--- src/pso_pkg.sv ---
// Shared types and constants for the priority scheduler.
// No dependencies; imported by every module of the block.
`default_nettype none

package pso_pkg;

    localparam int ID_W     = 8;
    localparam int BURST_W  = 16;
    localparam int PRIO_W   = 8;
    localparam int TIME_W   = 20;
    localparam logic [TIME_W-1:0] TIME_MAX = {TIME_W{1'b1}};

    // Depth of the command queue between front and back.
    localparam int QDEPTH   = 4;
    localparam int QA_W     = $clog2(QDEPTH);

    typedef struct packed {
        logic [ID_W-1:0]    id;
        logic [BURST_W-1:0] burst;
        logic [PRIO_W-1:0]  prio;
    } t_entry;

    typedef struct packed {
        t_entry ent;
        logic   last;
        logic   drop;   // table already full for this batch
    } t_cmd;

endpackage

`default_nettype wire

--- src/pso_front.sv ---
// Front end: input handshake, per-batch item count and overflow classification.
// Depends on pso_pkg; feeds pso_queue.
`default_nettype none

module pso_front #(
    parameter int MAX_PROCS = 16
) (
    input  wire logic                       i_clk,
    input  wire logic                       i_rst_n,
    input  wire logic                       i_valid,
    output logic                            o_ready,
    input  wire logic [7:0]                 i_process_id,
    input  wire logic [15:0]                i_burst_time,
    input  wire logic [7:0]                 i_priority_level,
    input  wire logic                       i_last_process,
    input  wire logic                       i_full,
    output logic                            o_push,
    output pso_pkg::t_cmd                   o_cmd
);
    import pso_pkg::*;

    localparam int CNT_W = $clog2(MAX_PROCS + 1);

    logic [CNT_W-1:0] r_count;
    logic [CNT_W-1:0] n_count;
    logic             drop;

    assign o_ready = !i_full;
    assign o_push  = i_valid && !i_full;
    assign drop    = (r_count == CNT_W'(MAX_PROCS));

    assign o_cmd.ent.id    = i_process_id;
    assign o_cmd.ent.burst = i_burst_time;
    assign o_cmd.ent.prio  = i_priority_level;
    assign o_cmd.last      = i_last_process;
    assign o_cmd.drop      = drop;

    always_comb begin
        n_count = r_count;
        if (o_push) begin
            if (i_last_process) begin
                n_count = '0;
            end else if (!drop) begin
                n_count = CNT_W'(r_count + 1'b1);
            end
        end
    end

    always_ff @(posedge i_clk) begin
        if (!i_rst_n) begin
            r_count <= '0;
        end else begin
            r_count <= n_count;
        end
    end

endmodule

`default_nettype wire

--- src/pso_queue.sv ---
// Small FIFO of classified load commands between front and back.
// Depends on pso_pkg.
`default_nettype none

module pso_queue (
    input  wire logic          i_clk,
    input  wire logic          i_rst_n,
    input  wire logic          i_push,
    input  pso_pkg::t_cmd      i_cmd,
    input  wire logic          i_pop,
    output pso_pkg::t_cmd      o_cmd,
    output logic               o_full,
    output logic               o_empty
);
    import pso_pkg::*;

    t_cmd            r_mem [QDEPTH];
    logic [QA_W-1:0] r_wptr;
    logic [QA_W-1:0] r_rptr;
    logic [QA_W:0]   r_cnt;
    logic            do_push;
    logic            do_pop;

    assign o_full  = (r_cnt == (QA_W+1)'(QDEPTH));
    assign o_empty = (r_cnt == '0);
    assign o_cmd   = r_mem[r_rptr];
    assign do_push = i_push && !o_full;
    assign do_pop  = i_pop && !o_empty;

    always_ff @(posedge i_clk) begin
        if (do_push) begin
            r_mem[r_wptr] <= i_cmd;
        end
    end

    always_ff @(posedge i_clk) begin
        if (!i_rst_n) begin
            r_wptr <= '0;
            r_rptr <= '0;
            r_cnt  <= '0;
        end else begin
            if (do_push) begin
                r_wptr <= QA_W'(r_wptr + 1'b1);
            end
            if (do_pop) begin
                r_rptr <= QA_W'(r_rptr + 1'b1);
            end
            unique case ({do_push, do_pop})
                2'b10:   r_cnt <= (QA_W+1)'(r_cnt + 1'b1);
                2'b01:   r_cnt <= (QA_W+1)'(r_cnt - 1'b1);
                default: r_cnt <= r_cnt;
            endcase
        end
    end

endmodule

`default_nettype wire

--- src/pso_back.sv ---
// Back end: process table, sequential min-priority scan and result register.
// Depends on pso_pkg; drains pso_queue.
`default_nettype none

module pso_back #(
    parameter int MAX_PROCS = 16
) (
    input  wire logic          i_clk,
    input  wire logic          i_rst_n,
    input  pso_pkg::t_cmd      i_cmd,
    input  wire logic          i_empty,
    output logic               o_pop,
    output logic               o_valid,
    input  wire logic          i_ready,
    output logic [7:0]         o_sched_id,
    output logic [19:0]        o_start_time,
    output logic [19:0]        o_finish_time,
    output logic               o_last_result,
    output logic               o_batch_overflow
);
    import pso_pkg::*;

    localparam int CNT_W = $clog2(MAX_PROCS + 1);
    localparam int IDX_W = (MAX_PROCS > 1) ? $clog2(MAX_PROCS) : 1;

    localparam logic [1:0] ST_LOAD = 2'd0;
    localparam logic [1:0] ST_SCAN = 2'd1;
    localparam logic [1:0] ST_EMIT = 2'd2;

    t_entry r_mem [MAX_PROCS];

    logic [1:0]           r_state,     n_state;
    logic [CNT_W-1:0]     r_count,     n_count;
    logic [CNT_W-1:0]     r_total,     n_total;
    logic                 r_ovf,       n_ovf;
    logic [MAX_PROCS-1:0] r_pending,   n_pending;
    logic [CNT_W-1:0]     r_scan_idx,  n_scan_idx;
    logic                 r_rd_valid,  n_rd_valid;
    logic [IDX_W-1:0]     r_rd_idx,    n_rd_idx;
    t_entry               r_rd_entry;
    logic                 r_best_found, n_best_found;
    logic [IDX_W-1:0]     r_best_idx,  n_best_idx;
    t_entry               r_best,      n_best;
    logic [CNT_W-1:0]     r_k,         n_k;
    logic [TIME_W-1:0]    r_running,   n_running;
    logic                 r_out_valid, n_out_valid;
    logic [ID_W-1:0]      r_out_id,    n_out_id;
    logic [TIME_W-1:0]    r_out_start, n_out_start;
    logic [TIME_W-1:0]    r_out_finish, n_out_finish;
    logic                 r_out_last,  n_out_last;
    logic                 r_out_ovf,   n_out_ovf;

    logic                 wr_en;
    logic [IDX_W-1:0]     wr_addr;
    logic [IDX_W-1:0]     rd_addr;
    logic [TIME_W:0]      sum;
    logic [TIME_W-1:0]    finish;
    logic                 slot_free;
    logic                 last_pick;
    logic                 emit_fire;

    assign wr_addr   = r_count[IDX_W-1:0];
    assign rd_addr   = r_scan_idx[IDX_W-1:0];
    assign sum       = {1'b0, r_running} + (TIME_W+1)'(r_best.burst);
    assign finish    = sum[TIME_W] ? TIME_MAX : sum[TIME_W-1:0];
    assign slot_free = !r_out_valid || i_ready;
    assign last_pick = (r_k == CNT_W'(r_total - 1'b1));
    assign emit_fire = (r_state == ST_EMIT) && slot_free;

    always_comb begin
        n_state      = r_state;
        n_count      = r_count;
        n_total      = r_total;
        n_ovf        = r_ovf;
        n_pending    = r_pending;
        n_scan_idx   = r_scan_idx;
        n_rd_valid   = 1'b0;
        n_rd_idx     = r_rd_idx;
        n_best_found = r_best_found;
        n_best_idx   = r_best_idx;
        n_best       = r_best;
        n_k          = r_k;
        n_running    = r_running;
        n_out_valid  = r_out_valid && !i_ready;
        n_out_id     = r_out_id;
        n_out_start  = r_out_start;
        n_out_finish = r_out_finish;
        n_out_last   = r_out_last;
        n_out_ovf    = r_out_ovf;
        o_pop        = 1'b0;
        wr_en        = 1'b0;

        // compare stage of the scan: strict less-than keeps the earliest on a tie
        if (r_rd_valid && r_pending[r_rd_idx] &&
            (!r_best_found || r_rd_entry.prio < r_best.prio)) begin
            n_best_found = 1'b1;
            n_best_idx   = r_rd_idx;
            n_best       = r_rd_entry;
        end

        unique case (r_state)
            ST_LOAD: begin
                if (!i_empty) begin
                    o_pop = 1'b1;
                    if (!i_cmd.drop) begin
                        wr_en                = 1'b1;
                        n_pending[wr_addr]   = 1'b1;
                        n_count              = CNT_W'(r_count + 1'b1);
                    end else begin
                        n_ovf = 1'b1;
                    end
                    if (i_cmd.last) begin
                        n_total      = i_cmd.drop ? r_count : CNT_W'(r_count + 1'b1);
                        n_state      = ST_SCAN;
                        n_scan_idx   = '0;
                        n_best_found = 1'b0;
                        n_k          = '0;
                        n_running    = '0;
                    end
                end
            end
            ST_SCAN: begin
                if (r_scan_idx < r_total) begin
                    n_rd_valid = 1'b1;
                    n_rd_idx   = rd_addr;
                    n_scan_idx = CNT_W'(r_scan_idx + 1'b1);
                end else if (!r_rd_valid) begin
                    n_state = ST_EMIT;
                end
            end
            ST_EMIT: begin
                if (slot_free) begin
                    n_out_valid            = 1'b1;
                    n_out_id               = r_best.id;
                    n_out_start            = r_running;
                    n_out_finish           = finish;
                    n_out_last             = last_pick;
                    n_out_ovf              = r_ovf;
                    n_pending[r_best_idx]  = 1'b0;
                    n_running              = finish;
                    n_k                    = CNT_W'(r_k + 1'b1);
                    n_best_found           = 1'b0;
                    n_scan_idx             = '0;
                    if (last_pick) begin
                        n_pending = '0;
                        n_count   = '0;
                        n_ovf     = 1'b0;
                        n_running = '0;
                        n_state   = ST_LOAD;
                    end else begin
                        n_state = ST_SCAN;
                    end
                end
            end
            default: begin
                n_state = ST_LOAD;
            end
        endcase
    end

    // table storage: one write port, one registered read port
    always_ff @(posedge i_clk) begin
        if (wr_en) begin
            r_mem[wr_addr] <= i_cmd.ent;
        end
        r_rd_entry <= r_mem[rd_addr];
    end

    always_ff @(posedge i_clk) begin
        if (!i_rst_n) begin
            r_state      <= ST_LOAD;
            r_count      <= '0;
            r_total      <= '0;
            r_ovf        <= 1'b0;
            r_pending    <= '0;
            r_scan_idx   <= '0;
            r_rd_valid   <= 1'b0;
            r_best_found <= 1'b0;
            r_k          <= '0;
            r_running    <= '0;
            r_out_valid  <= 1'b0;
        end else begin
            r_state      <= n_state;
            r_count      <= n_count;
            r_total      <= n_total;
            r_ovf        <= n_ovf;
            r_pending    <= n_pending;
            r_scan_idx   <= n_scan_idx;
            r_rd_valid   <= n_rd_valid;
            r_best_found <= n_best_found;
            r_k          <= n_k;
            r_running    <= n_running;
            r_out_valid  <= n_out_valid;
        end
    end

    always_ff @(posedge i_clk) begin
        r_rd_idx     <= n_rd_idx;
        r_best_idx   <= n_best_idx;
        r_best       <= n_best;
        r_out_id     <= n_out_id;
        r_out_start  <= n_out_start;
        r_out_finish <= n_out_finish;
        r_out_last   <= n_out_last;
        r_out_ovf    <= n_out_ovf;
    end

    assign o_valid          = r_out_valid;
    assign o_sched_id       = r_out_id;
    assign o_start_time     = r_out_start;
    assign o_finish_time    = r_out_finish;
    assign o_last_result    = r_out_last;
    assign o_batch_overflow = r_out_ovf;

    a_emit_has_pick: assert property (@(posedge i_clk) disable iff (!i_rst_n)
        (r_state == ST_EMIT) |-> r_best_found)
        else $error("emit state without a selected entry");

    a_count_bound: assert property (@(posedge i_clk) disable iff (!i_rst_n)
        r_count <= CNT_W'(MAX_PROCS))
        else $error("table count beyond capacity");

    a_time_order: assert property (@(posedge i_clk) disable iff (!i_rst_n)
        r_out_valid |-> (r_out_finish >= r_out_start))
        else $error("finish time before start time");

    a_batch_clear: assert property (@(posedge i_clk) disable iff (!i_rst_n)
        (emit_fire && last_pick) |=> (r_count == '0 && r_pending == '0 && !r_ovf))
        else $error("table not cleared after final result");

endmodule

`default_nettype wire

--- src/priority_scheduler_order.sv ---
// Non-preemptive priority scheduler. Loading: one item per cycle into a 4-entry queue,
// while the queue has room (o_ready drops when it is full). After the item marked last,
// each result is found by a one-entry-per-cycle scan of the N loaded entries (N = loaded
// entries) through the table's single read port.
// Reset (synchronous, active low) empties the queue and the table; no clearing pass.
// Depends on pso_pkg, pso_front, pso_queue, pso_back.
`default_nettype none

module priority_scheduler_order #(
    parameter int MAX_PROCS = 16
) (
    input  wire logic        i_clk,
    input  wire logic        i_rst_n,
    input  wire logic        i_valid,
    output logic             o_ready,
    input  wire logic [7:0]  i_process_id,
    input  wire logic [15:0] i_burst_time,
    input  wire logic [7:0]  i_priority_level,
    input  wire logic        i_last_process,
    output logic             o_valid,
    input  wire logic        i_ready,
    output logic [7:0]       o_sched_id,
    output logic [19:0]      o_start_time,
    output logic [19:0]      o_finish_time,
    output logic             o_last_result,
    output logic             o_batch_overflow
);
    import pso_pkg::*;

    t_cmd push_cmd;
    t_cmd head_cmd;
    logic push;
    logic pop;
    logic full;
    logic empty;

    pso_front #(.MAX_PROCS(MAX_PROCS)) u_front (
        .i_clk            (i_clk),
        .i_rst_n          (i_rst_n),
        .i_valid          (i_valid),
        .o_ready          (o_ready),
        .i_process_id     (i_process_id),
        .i_burst_time     (i_burst_time),
        .i_priority_level (i_priority_level),
        .i_last_process   (i_last_process),
        .i_full           (full),
        .o_push           (push),
        .o_cmd            (push_cmd)
    );

    pso_queue u_queue (
        .i_clk   (i_clk),
        .i_rst_n (i_rst_n),
        .i_push  (push),
        .i_cmd   (push_cmd),
        .i_pop   (pop),
        .o_cmd   (head_cmd),
        .o_full  (full),
        .o_empty (empty)
    );

    pso_back #(.MAX_PROCS(MAX_PROCS)) u_back (
        .i_clk            (i_clk),
        .i_rst_n          (i_rst_n),
        .i_cmd            (head_cmd),
        .i_empty          (empty),
        .o_pop            (pop),
        .o_valid          (o_valid),
        .i_ready          (i_ready),
        .o_sched_id       (o_sched_id),
        .o_start_time     (o_start_time),
        .o_finish_time    (o_finish_time),
        .o_last_result    (o_last_result),
        .o_batch_overflow (o_batch_overflow)
    );

endmodule

`default_nettype wire

--- config.mk ---
export PLATFORM = sky130hd
export DESIGN_NAME = priority_scheduler_order
export DESIGN_NICKNAME = d
export VERILOG_FILES = /design/src/pso_pkg.sv /design/src/pso_front.sv /design/src/pso_queue.sv /design/src/pso_back.sv /design/src/priority_scheduler_order.sv
export SDC_FILE = /design/constraint.sdc
export NUM_CORES = 1
export LEC_CHECK = 0
export BUFFER_PORTS_ARGS = -buffer_cell sky130_fd_sc_hd__buf_2
export CORE_MARGIN = 2
export CORE_UTILIZATION = 58
export CTS_BUF_LIST = sky130_fd_sc_hd__clkbuf_4
export DETAILED_ROUTE_END_ITERATION = 8
export GPL_ROUTABILITY_DRIVEN = 0
export PLACE_DENSITY = 0.77
export REMOVE_ABC_BUFFERS = 1
export SKIP_LAST_GASP = 1
export SYNTH_ARGS = -nofsm -noshare
export SYNTH_HDL_FRONTEND = slang
export SYNTH_SLANG_ARGS = --single-unit
--- constraint.sdc ---
create_clock -name i_clk -period 4.1 [get_ports i_clk]
set_input_delay 0.205 -clock i_clk [delete_from_list [all_inputs] [get_ports i_clk]]
set_output_delay 0.205 -clock i_clk [all_outputs]
set_load 0.02 [all_outputs]
* Word level (Yosys, flattened, before mapping) *
Memories as Yosys holds them, arrays and structs flattened. A register that Yosys moved wholly into a read port is not among the register bits.
Cells that the tools add are included.

word-level totals
  bits of input ports = 37
  bits in writable memories = 648
  bits in registers = 164
  memories kept = 2
  output and inout port bits = 52
  logic and storage cells = 159

cells by class
  multiplexer cells = 63
  equal/unequal tests = 17
  reductions and logical operators = 31
  bitwise operators = 4
  magnitude comparators = 7
  $add $sub $neg = 10

memories
  name           words  width  rd ports  clocked after Yosys merged registers in  write ports  line             source
  u_back.r_mem   16     32     1         1                                        1            pso_back.sv:30   t_entry r_mem [MAX_PROCS];
  u_queue.r_mem  4      34     1         1                                        1            pso_queue.sv:17  t_cmd r_mem [QDEPTH];

operators by type and width
  operator                                                            number
  2-to-1 mux 20 bit                                                   5
  2-to-1 mux 16 bit                                                   4
  2-to-1 mux 5 bit                                                    11
  one-hot mux 20 bit (2 select lines)                                 1
  one-hot mux 16 bit (2 select lines)                                 1
  2-to-1 mux 1 bit                                                    24
  adder 20 x 16 -> 21 bit                                             1
  adder 5 x 1 -> 5 bit (second input constant)                        4
  one-hot mux 5 bit (2 select lines)                                  2
  bitwise AND 16 bit                                                  1
  inverter 16 bit                                                     1
  bitwise OR 16 bit                                                   1
  less-than comparator 4 x 5 -> 1 bit (second input constant)         3
  one-hot mux 5 bit (3 select lines)                                  1
  AND reduction 5 bit                                                 3
  2-to-1 mux 2 bit                                                    7
  != test 2 bit (second input constant)                               6
  AND reduction 4 bit                                                 3
  demux 1 bit (select 4 bit)                                          2
  greater-or-equal comparator 4 x 1 -> 1 bit (second input constant)  2
  logical AND 1 bit                                                   8
  less-than comparator 8 bit                                          1
  != test 2 x 1 -> 1 bit (second input constant)                      4
  AND reduction 2 bit                                                 4
  22 further kinds                                                    32

* Longest topological paths before layout *
  depth after elaboration = 9
  depth in mapped cells = 11
  gate-level depth less buffers = 10

* By module *
A second synthesis with hierarchy kept.

unflattened totals
  cells, all modules = 1,641
  area, all modules = 32,632.5 µm²

modules (own cells, without submodules)
  module     instances  area each (µm²)  cells an instance
  pso_back   1          26,629.3         1,339
  pso_queue  1          5,435.2          232
  pso_front  1          568.0            70

* Least setup slack after synthesis *
Ideal clock, no wire load.

  path type = flip-flop to flip-flop
  from = register (tool-made name)
  to = register u_back.r_count[4]
  stages on the path, launching flop included = 6
  setup slack = -0.008 ns
  data required time = 4.032 ns
  clock period less this slack = 4.108 ns
  library setup time = 0.068 ns
  arrival time = 4.040 ns
  path through = dfxtp_1 -> buf_6 -> mux4_2 -> nand2b_1 -> nor3_1 -> o221a_2

RTL lines
  element                 line             source
  end signal: assignment  pso_back.sv:184  r_count <= n_count;
  end: declaration        pso_back.sv:33   logic [CNT_W-1:0] r_count, n_count;

* Worst setup path in the final report *
  from = register u_back.r_best[8] (netlist name)
  to = register u_back.r_running[11]

between the ends
  cells in the longest elaborated chain, start to end = 5

RTL lines
  element                              line             source
  start: declaration                   pso_back.sv:43   t_entry r_best, n_best;
  start signal: assignment             pso_back.sv:200  r_best <= n_best;
  adder 20 x 16 -> 21 bit              pso_back.sv:64   assign sum = {1'b0, r_running} + (TIME_W+1)'(r_best.burst);
  2-to-1 mux 20 bit                    pso_back.sv:65   assign finish = sum[TIME_W] ? TIME_MAX : sum[TIME_W-1:0];
  via u_back.finish[11]                pso_back.sv:57   logic [TIME_W-1:0] finish;
  2-to-1 mux 20 bit                    pso_back.sv:144  if (last_pick) begin
  2-to-1 mux 20 bit                    pso_back.sv:132  if (slot_free) begin
  one-hot mux 20 bit (2 select lines)  pso_back.sv:101  unique case (r_state)
  end signal: assignment               pso_back.sv:192  r_running <= n_running;
  end: declaration                     pso_back.sv:45   logic [TIME_W-1:0] r_running, n_running;

The timed path passes the listed nets, and every way through them passes these cells. The select of a mux whose other input is x is not followed.
A chain may end at the register's enable or synchronous reset.

==> summary.json <==
{
  "outcome": {
    "run_status": "finished clean"
  },
  "finish": {
    "mostFrequentLayoutCells": "edfxtp_1, clkbuf_4, mux4_2",
    "flow.area_growth_from_synthesis_pct": 15.4,
    "nets": 2002,
    "final_core_util_pct": 67.8,
    "most_common_library_cell_in_the_layout_ignoring_fill_and_taps": "edfxtp_1",
    "final_cell_area_sq_um": 37300,
    "final_layout_size_suffix_gt1_share_pct": 33.4,
    "final.fill_count": 3554
  },
  "setup_path": {
    "arrival_ns": 3.86,
    "crit_required_ns": 4.99,
    "timing.critical_path.slowest_cell_delay_ns": 0.49,
    "timing.critical_path.fanout_max": 17,
    "timing.critical_path.slowest_stage_cell": "a21o_1",
    "timing.critical_path.mode_cell": "a211o_1",
    "critical_path.startpoint_type": "flip-flop",
    "worstPathCellList": "ha_1 > fa_1 > a211o_1 > a211o_1 > nand4_1 > a21o_1 > o21ai_0 > a22o_1",
    "critPathTopFamily": "compound AO/OA/AOI/OAI gates",
    "cp-end-kind": "flip-flop",
    "worstPathBufferInverterCount": 0,
    "critPathKind": "reg -> reg"
  },
  "pwr": {
    "power_frac_seq_pct": 50.8,
    "power.ir.vdd_worst_uv": 319,
    "power.share.clock_pct": 32.2,
    "intPower_w": 0.0162,
    "power.static_leakage_nw": 12.7,
    "comb_pwr_share_pct": 17.0,
    "power_switching_share_pct": 26.4,
    "pwr_density_cell_nw_per_um2": 588,
    "p_switching_w": 0.00580
  },
  "global_routing": {
    "vias_in_the_first_global_route": 17500,
    "globalRoute.totalOverflow": 0,
    "grtUsageTotal_pct": 24.8,
    "antenna_found_initial": 2,
    "grt_first_pass_wirelength_microns": 104000,
    "maximum_number_of_pins_on_one_net_before_global_route_repair": 54
  },
  "logic_synthesis": {
    "synth_flop_cell": "edfxtp_1",
    "mappedNetlistArea_sq_um": 32400,
    "synthCells": 1590,
    "synth-edff-count": 738,
    "synth_compound_gate_area_share_pct": 3.71,
    "postSynthRegisterBits": 846,
    "synthArstFlopShare_pct": 0,
    "post_synth_fa_ha_maj_area_fraction_pct": 1.71,
    "yosysTopAreaCell": "edfxtp_1",
    "synth_area_in_simple_gates_pct": 3.15,
    "yosysWarningCount": 0,
    "synth_top_area_share_pct": 68.5,
    "post_synth_main_area_contributors": "edfxtp_1, mux4_2, dfxtp_1",
    "synth_mux_area_share_pct": 14.0,
    "register_area_share_after_synthesis_pct": 75.2,
    "syn_avg_cell_area_sq_um": 20.3,
    "synth-xor-area-share_pct": 0.975,
    "yosysUniqueCellTypes": 68,
    "main_combinational_cell_family_by_area_after_synthesis": "multiplexers"
  },
  "drt": {
    "routed-via-count": 17000,
    "vias_per_cell": 5.99,
    "post-route-drc-count": 0,
    "drt-wirelength-per-cell_microns": 24.4,
    "drtPass1Iterations": 5,
    "ant_nets": 0,
    "drc_marker_count_from_the_first_detailed_route_iteration": 1749,
    "wirelength_microns": 69400
  },
  "die": {
    "die_width_microns": 240,
    "die_y_microns": 240,
    "floorplan.io_pins": 89,
    "start_util_pct": 58.7,
    "num_rows": 86,
    "fp.dieArea_sq_um": 57700,
    "core_region_area_sq_um": 55100
  },
  "sta": {
    "post_route_minimum_period_ns": 2.97,
    "worst_slew_pin_slew_ns": 0.954,
    "rsz0062_at_grt": "false",
    "finalSetupViolCount": 0,
    "layout_worst_path_cycle_share_pct": 72.4,
    "timing.final.hold_violations": 0,
    "report.final.slew_viol_count": 0,
    "finalClockSkew_ns": 0.0676,
    "fmax_mhz": 337,
    "slew-limit-headroom_pct": 35.5,
    "hold_ws_ns": 0.153
  },
  "placed_design": {
    "post-dp-hpwl_microns": 37000,
    "dpl-instance-area_sq_um": 33900,
    "port-buffer-count": 88
  },
  "worst_hold_path": {
    "hold_path.class": "in -> reg"
  },
  "clock_tree": {
    "ctsRootBufferMaster": "clkbuf_4",
    "clk_path_buf_depth": 3,
    "cts_repair_resize_count": 0,
    "cts_max_level": 4,
    "clkLatencyLatePin_ns": 1.04,
    "num_cts_buffers": 199,
    "postCtsSetupRepairBufs": 0,
    "cts_tree": "done",
    "holdBufCountCts": 70,
    "tritoncts_num_sinks": 846,
    "cts.reportedPaths.clkPinSlew_ns": 0.07
  },
  "flow_run": {
    "max-cap-violations": 0
  }
}
## worst register-to-register path: cells and delay by family (launching register included)
kind,cells,cell delay [ns]
AO/OA/AOI/OAI,5,1.69
adder cells (fa/ha/maj),2,0.67
flip-flops,1,0.36
AND/OR/NAND/NOR,1,0.16
## per-stage QoR
| step | instances | total power (W) | setup TNS (ns) | worst slack [ns] |
|---|---|---|---|---|
| after floorplan | 1524 | 0.0140 | -418.95 | -2.53 |
| after global placement | 2399 | 0.0148 | 0 | 1.25 |
| after detailed placement | 2399 | 0.0150 | 0 | 1.14 |
| after CTS | 2833 | 0.0221 | 0 | 1.15 |
| after global routing | 2838 | 0.0229 | 0 | 0.986 |
| final | 2838 | 0.0220 | 0 | 1.13 |
## power groups by stage
stage,combinational (W),clock (W),sequential [W]
floorplan,0.00252,0,0.0114
global placement,0.00351,0,0.0113
detailed placement,0.00366,0,0.0113
CTS,0.00372,0.00719,0.0112
global route,0.00405,0.00765,0.0112
finish,0.00372,0.00708,0.0112
## layer usage
metal | global-route usage (%) | vias to the layer above | share of wire (%)
met2 | 41.8 | 846 | 52
met1 | 31.4 | 8698 | 38
met4 | 10.1 | 0 | 2.5
met5 | 0 | - | 0
met3 | 5.71 | 127 | 7.4
li1 | - | 7317 | -
## area by class of cell
cell class	instances	area, sq um	share of cell area (%)
well taps	748	936	2.51
clock inverters	47	355	0.952
repair buffers	197	1470	3.94
multi-input cells	649	7730	20.7
inverters	29	109	0.292
diodes	5	12.5	0.0335
flip-flops and latches	846	24300	65.2
clock buffers	317	2380	6.37
## synthesized netlist by cell type, drive strengths merged, types with 15 or more instances
cell type	number
a21oi	32
a22o	15
buf	28
clkbuf	38
dfxtp	108
edfxtp	738
ha	41
inv	29
mux4	199
nand2	58
nand2b	17
nor2	45
nor3	17
o211a	22
o21ai	38
xnor2	20
xor2	16
## flip-flops by register name, indices dropped and copies added, names as in the netlist, 5 cells and up, named ones only
signal and flops:
u_back.r_k 5, u_back.o_sched_id 8, u_back.r_mem 512, u_back.o_finish_time 20, u_back.r_total 5, u_queue.r_mem 136, u_back.r_count 5, u_back.r_scan_idx 5
u_back.r_running 20, u_back.r_pending 16, u_back.o_start_time 20, u_back.r_best 32, u_front.r_count 5, u_back.r_rd_entry 32
## logic make-up after synthesis
kind of cell | after synthesis
flip-flops | 846
multiplexers | 204
AND/OR/NAND/NOR | 198
AO/OA/AOI/OAI | 168
buffers and inverters | 95
adder cells (fa/ha/maj) | 43
XOR/XNOR | 36
## worst paths after layout
| path | startpoint | endpoint | slack (ns) | depth (start not counted) |
|---|---|---|---|---|
| max | u_back.r_best[8] | u_back.r_running[11] | 1.13 | 8 |
| min | i_last_process | u_front.r_count[1] | 0.15 | 5 |
| max reg2reg | u_back.r_best[8] | u_back.r_running[11] | 1.13 | 8 |
| min reg2reg | u_back.r_rd_entry[27] | u_back.r_best[27] | 0.39 | 0 |
No activity file was read; power rests on OpenSTA's default activity.
